<file path="config.mk">
export PLATFORM = sky130hd
export DESIGN_NAME = spn_block_cipher_cbc_encrypt_core
export DESIGN_NICKNAME = d
export VERILOG_FILES = /design/src/design/spncbc_pkg.sv /design/src/design/spncbc_round.sv /design/src/design/spncbc_core.sv /design/src/design/spn_block_cipher_cbc_encrypt_core.sv
export SDC_FILE = /design/constraint.sdc
export NUM_CORES = 1
export LEC_CHECK = 0
export ABC_CLOCK_PERIOD_IN_PS = 7800
export BUFFER_PORTS_ARGS = -buffer_cell sky130_fd_sc_hd__buf_2
export CAP_MARGIN = 20
export CELL_PAD_IN_SITES_DETAIL_PLACEMENT = 2
export CELL_PAD_IN_SITES_GLOBAL_PLACEMENT = 2
export CORE_UTILIZATION = 40
export CTS_BUF_LIST = sky130_fd_sc_hd__clkbuf_16
export DETAILED_ROUTE_END_ITERATION = 10
export GPL_TIMING_DRIVEN = 0
export PLACE_DENSITY = 0.9
export SLEW_MARGIN = 20
export SYNTH_ARGS = -nofsm -noshare
export SYNTH_HDL_FRONTEND = slang
export SYNTH_SLANG_ARGS = --single-unit
</file>
<file path="constraint.sdc">
create_clock -name clk -period 7.8 [get_ports clk]
set_input_delay 0.39 -clock clk [delete_from_list [all_inputs] [get_ports clk]]
set_output_delay 0.39 -clock clk [all_outputs]
set_load 0.03 [all_outputs]
</file>
<file path="src/design/spncbc_pkg.sv">
// Shared widths, register codes and round functions of the CBC block cipher core.
package spncbc_pkg;

  localparam int BLOCK_W = 32;
  localparam int NIB_W   = 4;
  localparam int NIB_N   = BLOCK_W / NIB_W;
  localparam int ROUNDS  = 4;

  // Configuration register codes
  typedef enum logic [0:0] {
    CFG_KEY = 1'b0,
    CFG_IV  = 1'b1
  } cfg_idx_t;

  typedef logic [BLOCK_W-1:0] block_t;

  localparam logic [NIB_W-1:0] SBOX [16] = '{
    4'd10, 4'd0, 4'd9, 4'd14, 4'd6, 4'd3, 4'd15, 4'd5,
    4'd1, 4'd13, 4'd12, 4'd7, 4'd11, 4'd4, 4'd2, 4'd8
  };

  // Replace every nibble through the S-box
  function automatic block_t sub_nibbles(block_t x);
    block_t r;
    r = '0;
    for (int k = 0; k < NIB_N; k++) begin
      r[NIB_W*k +: NIB_W] = SBOX[x[NIB_W*k +: NIB_W]];
    end
    return r;
  endfunction

  // Wire permutation, bits numbered from the MSB: out bit i = in bit (29i+31) mod 32
  function automatic block_t perm_bits(block_t x);
    block_t     r;
    logic [4:0] src;
    r   = '0;
    src = '0;
    for (int i = 0; i < BLOCK_W; i++) begin
      src = 5'(29 * i + 31);
      r[BLOCK_W-1-i] = x[5'd31 - src];
    end
    return r;
  endfunction

endpackage

</file>
<file path="src/design/spncbc_round.sv">
// One cipher round: key mix, nibble substitution and bit permutation.
module spncbc_round (
  input  spncbc_pkg::block_t state_i,
  input  spncbc_pkg::block_t key_i,
  output spncbc_pkg::block_t state_o
);
  import spncbc_pkg::*;

  // Mix key, substitute, permute
  assign state_o = perm_bits(sub_nibbles(state_i ^ key_i));

endmodule

</file>
<file path="src/design/spncbc_core.sv">
// Unrolled round chain with final key whitening.
module spncbc_core (
  input  spncbc_pkg::block_t block_i,
  input  spncbc_pkg::block_t key_i,
  output spncbc_pkg::block_t block_o
);
  import spncbc_pkg::*;

  block_t stage_w [ROUNDS+1];

  assign stage_w[0] = block_i;

  // Chain the rounds
  for (genvar g = 0; g < ROUNDS; g++) begin : g_round
    spncbc_round u_round (
      .state_i (stage_w[g]),
      .key_i   (key_i),
      .state_o (stage_w[g+1])
    );
  end

  // Whiten the result
  assign block_o = stage_w[ROUNDS] ^ key_i;

endmodule

</file>
<file path="src/design/spn_block_cipher_cbc_encrypt_core.sv">
// Requests pass the input register, then the result register, whose valid drives out_valid.
// Throughput: one block per cycle unless out_ready stalls; all rounds are unrolled between
// the two registers. The chaining value, unless in_hold_chain was set, is updated on the
// same edge that loads the result register.
// Reset (synchronous, active low): empties both stages and clears key, IV and chaining value.
// in_ready stays high while the input stage is empty or the result register is free or being taken.
module spn_block_cipher_cbc_encrypt_core (
  input  logic                 clk,
  input  logic                 rst_n,
  input  logic                 cfg_we,
  input  spncbc_pkg::cfg_idx_t cfg_index,
  input  spncbc_pkg::block_t   cfg_wdata,
  input  logic                 in_valid,
  output logic                 in_ready,
  input  spncbc_pkg::block_t   in_plaintext_block,
  input  logic                 in_start_message,
  input  logic                 in_hold_chain,
  output logic                 out_valid,
  input  logic                 out_ready,
  output spncbc_pkg::block_t   out_ciphertext_block
);
  import spncbc_pkg::*;

  block_t key_r;
  block_t iv_r;
  block_t chain_r;
  block_t chain_nxt;

  logic   s1_valid_r;
  block_t s1_pt_r;
  logic   s1_start_r;
  logic   s1_hold_r;

  logic   out_valid_r;
  block_t out_ct_r;

  logic   out_free;
  logic   s1_move;
  logic   in_take;
  block_t chain_sel;
  block_t ct_w;

  // Handshake control
  assign out_free = !out_valid_r || out_ready;
  assign s1_move  = s1_valid_r && out_free;
  assign in_ready = !s1_valid_r || out_free;
  assign in_take  = in_valid && in_ready;

  // Select chaining value and encrypt
  assign chain_sel = s1_start_r ? iv_r : chain_r;

  spncbc_core u_core (
    .block_i (s1_pt_r ^ chain_sel),
    .key_i   (key_r),
    .block_o (ct_w)
  );

  assign chain_nxt = (s1_move && !s1_hold_r) ? ct_w : chain_r;

  // Configuration registers and chaining value
  always_ff @(posedge clk) begin
    if (!rst_n) begin
      key_r   <= '0;
      iv_r    <= '0;
      chain_r <= '0;
    end else begin
      chain_r <= chain_nxt;
      if (cfg_we) begin
        unique case (cfg_index)
          CFG_KEY: key_r <= cfg_wdata;
          CFG_IV:  iv_r  <= cfg_wdata;
          default: ;
        endcase
      end
    end
  end

  // Input stage: hold request until it moves on
  always_ff @(posedge clk) begin
    if (!rst_n) begin
      s1_valid_r <= 1'b0;
    end else if (in_ready) begin
      s1_valid_r <= in_valid;
    end
  end

  always_ff @(posedge clk) begin
    if (in_take) begin
      s1_pt_r    <= in_plaintext_block;
      s1_start_r <= in_start_message;
      s1_hold_r  <= in_hold_chain;
    end
  end

  // Result register
  always_ff @(posedge clk) begin
    if (!rst_n) begin
      out_valid_r <= 1'b0;
    end else if (out_free) begin
      out_valid_r <= s1_valid_r;
    end
  end

  always_ff @(posedge clk) begin
    if (s1_move) begin
      out_ct_r <= ct_w;
    end
  end

  assign out_valid            = out_valid_r;
  assign out_ciphertext_block = out_ct_r;

endmodule

</file>
# Yosys cells after proc, flatten, opt, wreduce, memory -nomap -nowiden
# Memories as Yosys holds them, arrays and structs flattened.
# Index checks and enable logic that the tools add are counted.
[totals]
register_bits = 164
wordCells = 187
n_memories = 32
out_inout_bits = 34
romBits = 2048
[memory_table]
columns = ["name", "words", "width", "read_ports", "rd_ports_with_merged_regs", "wr", "line", "source"]
rows = [
  ["(name not given)", 16, 4, 1, 0, 0, "spncbc_pkg.sv:27", "r[NIB_W*k +: NIB_W] = SBOX[x[NIB_W*k +: NIB_W]];"],
  ["(name not given)", 16, 4, 1, 0, 0, "spncbc_pkg.sv:27", ""],
  ["(name not given)", 16, 4, 1, 0, 0, "spncbc_pkg.sv:27", ""],
  ["(name not given)", 16, 4, 1, 0, 0, "spncbc_pkg.sv:27", ""],
  ["(name not given)", 16, 4, 1, 0, 0, "spncbc_pkg.sv:27", ""],
  ["(name not given)", 16, 4, 1, 0, 0, "spncbc_pkg.sv:27", ""],
  ["26 more memories", "--", "--", "--", "--", "--", "--", ""],
]
[op_classes]
order_cmp = 32
n_reduce_logical = 10
n_mux = 65
bitwise_logic = 39
[op_table]
columns = ["operator", "count"]
rows = [
  ["$mux 4", 64],
  ["$xor 32x32->32", 6],
  ["$ge 5x5->1 const B", 32],
  ["$not 4->5", 32],
  ["$mux 32", 1],
  ["$reduce_and 2->1", 2],
  ["$logic_and 1x1->1", 3],
  ["$logic_not 1->1", 3],
  ["$logic_or 1x1->1", 2],
  ["$not 1->1", 1],
]

# Longest topological paths before layout
[logic_depth]
ltp_word = 23
mapped_depth = 30
depth_no_buf = 26

# Modules after synthesis
# A second synthesis with hierarchy kept.
[unflattened]
hier_cells = 1349
area_unflattened_um2 = 13741.9
[modules_own_cells]
columns = ["module", "area_each_um2", "cells_each", "seq_area_each_um2", "instances"]
rows = [
  ["spn_block_cipher_cbc_encrypt_core", 6411.1, 564, 3943.8, 1],
  ["spncbc_round (u_core.g_round[1].u_round ...)", 1734.2, 187, 0.0, 3],
  ["spncbc_round (u_core.g_round[0].u_round)", 1848.0, 192, 0.0, 1],
  ["spncbc_core", 280.3, 32, 0.0, 1],
]

# Least setup slack after synthesis
# No wires, ideal clock.
[synth_path]
path_type = "register -> register"
from = "reg s1_start_r"
to = "reg out_ct_r[12] (netlist: out_ciphertext_block[12]) (data pin)"
stages_incl_launch_ff = 27
setup_time_ns = 0.262
required_ns = 7.538
t_arrival_ns = 5.658
period_less_slack_ns = 5.920
path_slack_ns = 1.880
cell_sequence = "edfxtp_1 buf_6 buf_8 buf_12 buf_12 mux2i_2 xnor2_2 inv_1 ha_1 mux4_2 xor2_1 ha_1 inv_1 or4_1 o211ai_2 xnor2_1 ha_1 nor3_1 a21oi_1 a21oi_1 xnor2_1 ha_1 inv_1 a21oi_1 a211oi_1 nor3_1 or2_2"
[synth_between]
elab_chain_len = 23
[synth_rtl]
columns = ["element", "line", "source"]
rows = [
  ["start, declared", "spn_block_cipher_cbc_encrypt_core.sv:31", "logic s1_start_r;"],
  ["start signal, assigned", "spn_block_cipher_cbc_encrypt_core.sv:90", "s1_start_r <= in_start_message;"],
  ["$mux 32 (*)", "spn_block_cipher_cbc_encrypt_core.sv:50", "assign chain_sel = s1_start_r ? iv_r : chain_r;"],
  ["$xor 32x32->32 (*)", "spn_block_cipher_cbc_encrypt_core.sv:53", ".block_i (s1_pt_r ^ chain_sel),"],
  ["$xor 32x32->32 (*)", "spncbc_round.sv:10", "assign state_o = perm_bits(sub_nibbles(state_i ^ key_i));"],
  ["$not 4->5 (not written as such)", "spncbc_pkg.sv:27", ""],
  ["$mem_v2 16x4", "--", ""],
  ["$mux 4 (not written as such) (2 in series)", "spncbc_pkg.sv:27", ""],
  ["$xor 32x32->32 (*)", "spncbc_round.sv:10", ""],
  ["$not 4->5 (not written as such)", "spncbc_pkg.sv:27", ""],
  ["[5 not listed]", "--", ""],
  ["$mem_v2 16x4", "--", ""],
  ["$mux 4 (not written as such) (2 in series)", "spncbc_pkg.sv:27", ""],
  ["$xor 32x32->32 (*)", "spncbc_round.sv:10", ""],
  ["$not 4->5 (not written as such) (*)", "spncbc_pkg.sv:27", ""],
  ["$mem_v2 16x4 (*)", "--", ""],
  ["$mux 4 (not written as such) (*) (2 in series)", "spncbc_pkg.sv:27", ""],
  ["$xor 32x32->32 (*)", "spncbc_core.sv:23", "assign block_o = stage_w[ROUNDS] ^ key_i;"],
  ["named net ct_w[12]", "spn_block_cipher_cbc_encrypt_core.sv:41", "block_t ct_w;"],
  ["end signal, assigned", "spn_block_cipher_cbc_encrypt_core.sv:106", "out_ct_r <= ct_w;"],
  ["end, declared", "spn_block_cipher_cbc_encrypt_core.sv:35", "block_t out_ct_r;"],
]
# The timed path passes the listed nets; every way through them passes the cells marked *. The select of a mux whose other input is x is not followed.
# A chain may end at the register's enable or synchronous reset.

# Worst setup path after layout
[layout_path]
from = "reg s1_start_r"
to = "reg chain_r[0]"
[layout_between]
elab_chain_len = 23
[layout_rtl]
columns = ["element", "line", "source"]
rows = [
  ["$mux 32 (*)", "spn_block_cipher_cbc_encrypt_core.sv:50", ""],
  ["$xor 32x32->32 (*)", "spn_block_cipher_cbc_encrypt_core.sv:53", ""],
  ["$xor 32x32->32 (*)", "spncbc_round.sv:10", ""],
  ["$not 4->5 (not written as such)", "spncbc_pkg.sv:27", ""],
  ["$mem_v2 16x4", "--", ""],
  ["$mux 4 (not written as such) (2 in series)", "spncbc_pkg.sv:27", ""],
  ["$xor 32x32->32 (*)", "spncbc_round.sv:10", ""],
  ["$not 4->5 (not written as such)", "spncbc_pkg.sv:27", ""],
  ["[5 not listed]", "--", ""],
  ["$mem_v2 16x4", "--", ""],
  ["$mux 4 (not written as such) (2 in series)", "spncbc_pkg.sv:27", ""],
  ["$xor 32x32->32 (*)", "spncbc_round.sv:10", ""],
  ["$not 4->5 (not written as such) (*)", "spncbc_pkg.sv:27", ""],
  ["$mem_v2 16x4 (*)", "--", ""],
  ["$mux 4 (not written as such) (*) (2 in series)", "spncbc_pkg.sv:27", ""],
  ["$xor 32x32->32 (*)", "spncbc_core.sv:23", ""],
  ["named net ct_w[0]", "spn_block_cipher_cbc_encrypt_core.sv:41", ""],
  ["end signal, assigned", "spn_block_cipher_cbc_encrypt_core.sv:67", "chain_r <= chain_nxt;"],
  ["end, declared", "spn_block_cipher_cbc_encrypt_core.sv:26", "block_t chain_r;"],
]
# Marked as above.

==> summary.txt <==
Job
  – Max cap viols: 0

Timing
  – Final period utilization: between 90% and 100%
  – Slew Limit Fails: 0
  – Slew margin rel.: approximately 29%
  – Worst-Margin Slew: roughly 1.1 ns
  – RSZ-0062 raised after global routing: no
  – Fin crit period: between 7 and 8 ns
  – Final hold vios: 0
  – Final setup viols: 0
  – Final Skew: roughly 0.014 ns
  – Fmax achieved: roughly 130 MHz

Place
  – I/O Buffers: around 110
  – Placed inst area: between 15000 and 20000 um^2
  – Hpwl dp: approximately 54000 um
  – Routability cong.: about 0.87

Yosys
  – Synth area leaders: edfxtp_1 (12%), dfxtp_1 (12%), ha_1 (9.9%)
  – Sequential fraction of the synthesis area: around a quarter
  – Syn Area/Cell: between 9 and 10 um^2
  – Gate Count Post-Synth: roughly 1800
  – #FFs+latches synth: 164
  – Yosys cell types: between 100 and 150
  – Number of synthesis warnings: 0
  – Post-synth net total: 1962
  – Predominant post-synthesis flop cell: dfxtp_1
  – Synthesized cell area: ~16000 um^2
  – Async set or reset register ratio after synthesis: 0%
  – Post-synth EDFFs: between 60 and 70
  – Yosys top cell area share: 12.2%
  – Cell type with the highest aggregate area in the netlist: edfxtp_1

Final layout
  – Most frequent cells in the layout: nand2_1 (199), ha_1 (128), buf_2 (123)
  – FF+latch area: just under 4000 um^2
  – Area delta synth->final: 11.1%
  – Layout cell share with drive strength beyond 1: between 10% and 20%
  – Fillers: approximately 4300
  – Diode count: 0
  – Multi-input gate area: between 10000 and 15000 um^2
  – Nets: approximately 2100
  – Most common cell after layout, fill and taps aside: nand2_1
  – Final Cell Area: about 18000 um^2

Global routing
  – Aggregate global-route resource usage: roughly a third
  – Initial antenna violation count: 2
  – Pin count of the biggest net entering global routing: 20
  – First-pass GRT wire length: 106000 um
  – Number of global-route vias before repair: between 15000 and 20000
  – Global route overflow: 0

Die
  – Die X: approximately 200 um
  – # IOs: between 100 and 150
  – Floorplan row count: 73
  – DIE HEIGHT: slightly above 200 um
  – Initial Util: approximately two fifths
  – Die area: just over 40000 um^2
  – Placeable core area: 39900 um^2

Drt
  – Drt wl/cell: 29.0 um
  – Iter 0 DRT Violations: between 1000 and 1500
  – Aggregate routed wire length: 70400 um
  – Initial DRT Pass Iterations: 5
  – Vias per inst: 6.29
  – DRC: 0
  – Via count: between 15000 and 20000
  – Antenna viol nets, final: 0

Setup path
  – Critical Path RT: about 8.2 ns
  – Critical Path Fanout Max: 10
  – Worst Path Arrival: around 8 ns
  – Crit path launch type: flop
  – Reg2reg setup slack: around 0.25 ns
  – Critical path endpoint category: flop
  – CP Class: reg -> reg

Clock tree
  – Bufs on Longest Clock Path: 2
  – Postcts setup bufs: 0
  – Hold_buf cts: 0
  – Clock Sinks: around 160
  – Worst-Skew Late Latency: 0.48 ns
  – Clock Root Buffer: clkbuf_16
  – CTS buffer count: 17
  – CTS tree: yes
  – H-tree depth: 4
  – Worst-path clk slew: roughly 0.080 ns

Run status
  – Status: finished clean

Min path
  – HP Class: in -> reg
[final timing paths]
kind | startpoint | endpoint | depth (start not counted)
worst max-delay path | s1_start_r | chain_r[0] | 24
worst min-delay path | in_plaintext_block[19] | s1_pt_r[19] | 1
worst max register to register | s1_start_r | chain_r[0] | 24
worst min register to register | iv_r[20] | iv_r[20] | 2
[sequential cells by signal (all words and copies together) (netlist names)]
| register | flops |
|---|---|
| s1_pt_r | 32 |
| key_r | 32 |
| chain_r | 32 |
| out_ciphertext_block | 32 |
| s1_start_r | 1 |
| s1_valid_r | 1 |
| s1_hold_r | 1 |
| out_valid | 1 |
| iv_r | 32 |
[per-stage QoR]
step / cells / setup TNS (ns) / setup WS (ns) / utilization [%] / hold slack [ns]
finish: 2426 / 0 / 0.248 / 45.3 / 0.0848
detailed placement: 2394 / -0.0655 / -0.0655 / 43.8 / 0.465
CTS: 2426 / 0 / 0.115 / 45.2 / 0.0713
global route: 2426 / 0 / 0.00995 / 45.3 / 0.0756
floorplan: 1762 / 0 / 1.88 / - / 0.436
global placement: 2392 / 0 / 0.472 / 43.7 / 0.442
[cell usage after synthesis (23+ instances only)]
library cell / instances
inv_1: 88
nor2_1: 58
and3_1: 25
ha_1: 128
nand2_1: 199
xnor2_2: 27
dfxtp_1: 98
clkbuf_1: 54
a21oi_1: 95
xor2_1: 50
mux2_2: 24
nor4_1: 35
xnor2_1: 90
o21ai_0: 42
nand3_1: 45
mux2i_1: 109
inv_2: 23
nor3_1: 46
edfxtp_1: 66
[routing by layer]
layer	vias to the layer above	part of all wire (%)	global-route usage, %
met5	-	0	0
met4	0	5.9	20.3
met3	201	5.4	4.87
met2	558	49	59.1
met1	7879	40	40.3
li1	6632	-	-
[cells by family (layout without fill, tap and decap cells)]
| kind of cell | count (synthesis) | in the layout | share of synthesized area, % |
|---|---|---|---|
| compound gates | 362 | 362 | 16.7 |
| xor+xnor | 200 | 200 | 14.5 |
| fa+ha+maj | 128 | 128 | 9.85 |
| buf+inv | 199 | 338 | 5.13 |
| flops | 164 | 164 | 24.3 |
| mux | 164 | 164 | 12.3 |
| simple gates | 545 | 545 | 17.2 |
[timing repair]
action | in CTS | in global routing
endpoints found under the hold margin | 0 | 0
gates resized for setup | 1 | 6
cloned | 0 | 0
setup endpoints to repair | 1 | 8
pin swaps | 1 | 1
[worst max-delay path, stage by stage (launching register included)]
cell and delay [ns]:
edfxtp_1 0.35, buf_6 0.14, buf_8 0.21, buf_12 0.24, buf_12 0.21, mux2i_1 0.37, xnor2_2 0.29, ha_1 0.36
mux4_2 0.55, xor2_2 0.24, inv_2 0.13, ha_1 0.23, mux2_2 0.28, mux2i_1 0.38, xor2_2 0.43, ha_1 0.31
inv_1 0.07, o21ai_0 0.11, and4_1 0.23, a211oi_2 0.69, inv_1 0.30, ha_1 0.29, mux4_2 0.47, xor2_1 0.35
o211a_1 0.22
[cell type report]
| class | instances | area share [%] |
|---|---|---|
| Tap cell | 525 | 3.64 |
| Clock inverter | 15 | 0.589 |
| Timing Repair Buffer | 107 | 3.13 |
| Multi-Input combinational cell | 1399 | 63.8 |
| Sequential cell | 164 | 21.8 |
| Buffer | 84 | 2.21 |
| Clock buffer | 17 | 2.36 |
| Inverter | 115 | 2.40 |
Power is left out: the tool's default activity adds up to more than one toggle a clock period on the data nets, which glitch-free logic cannot reach.
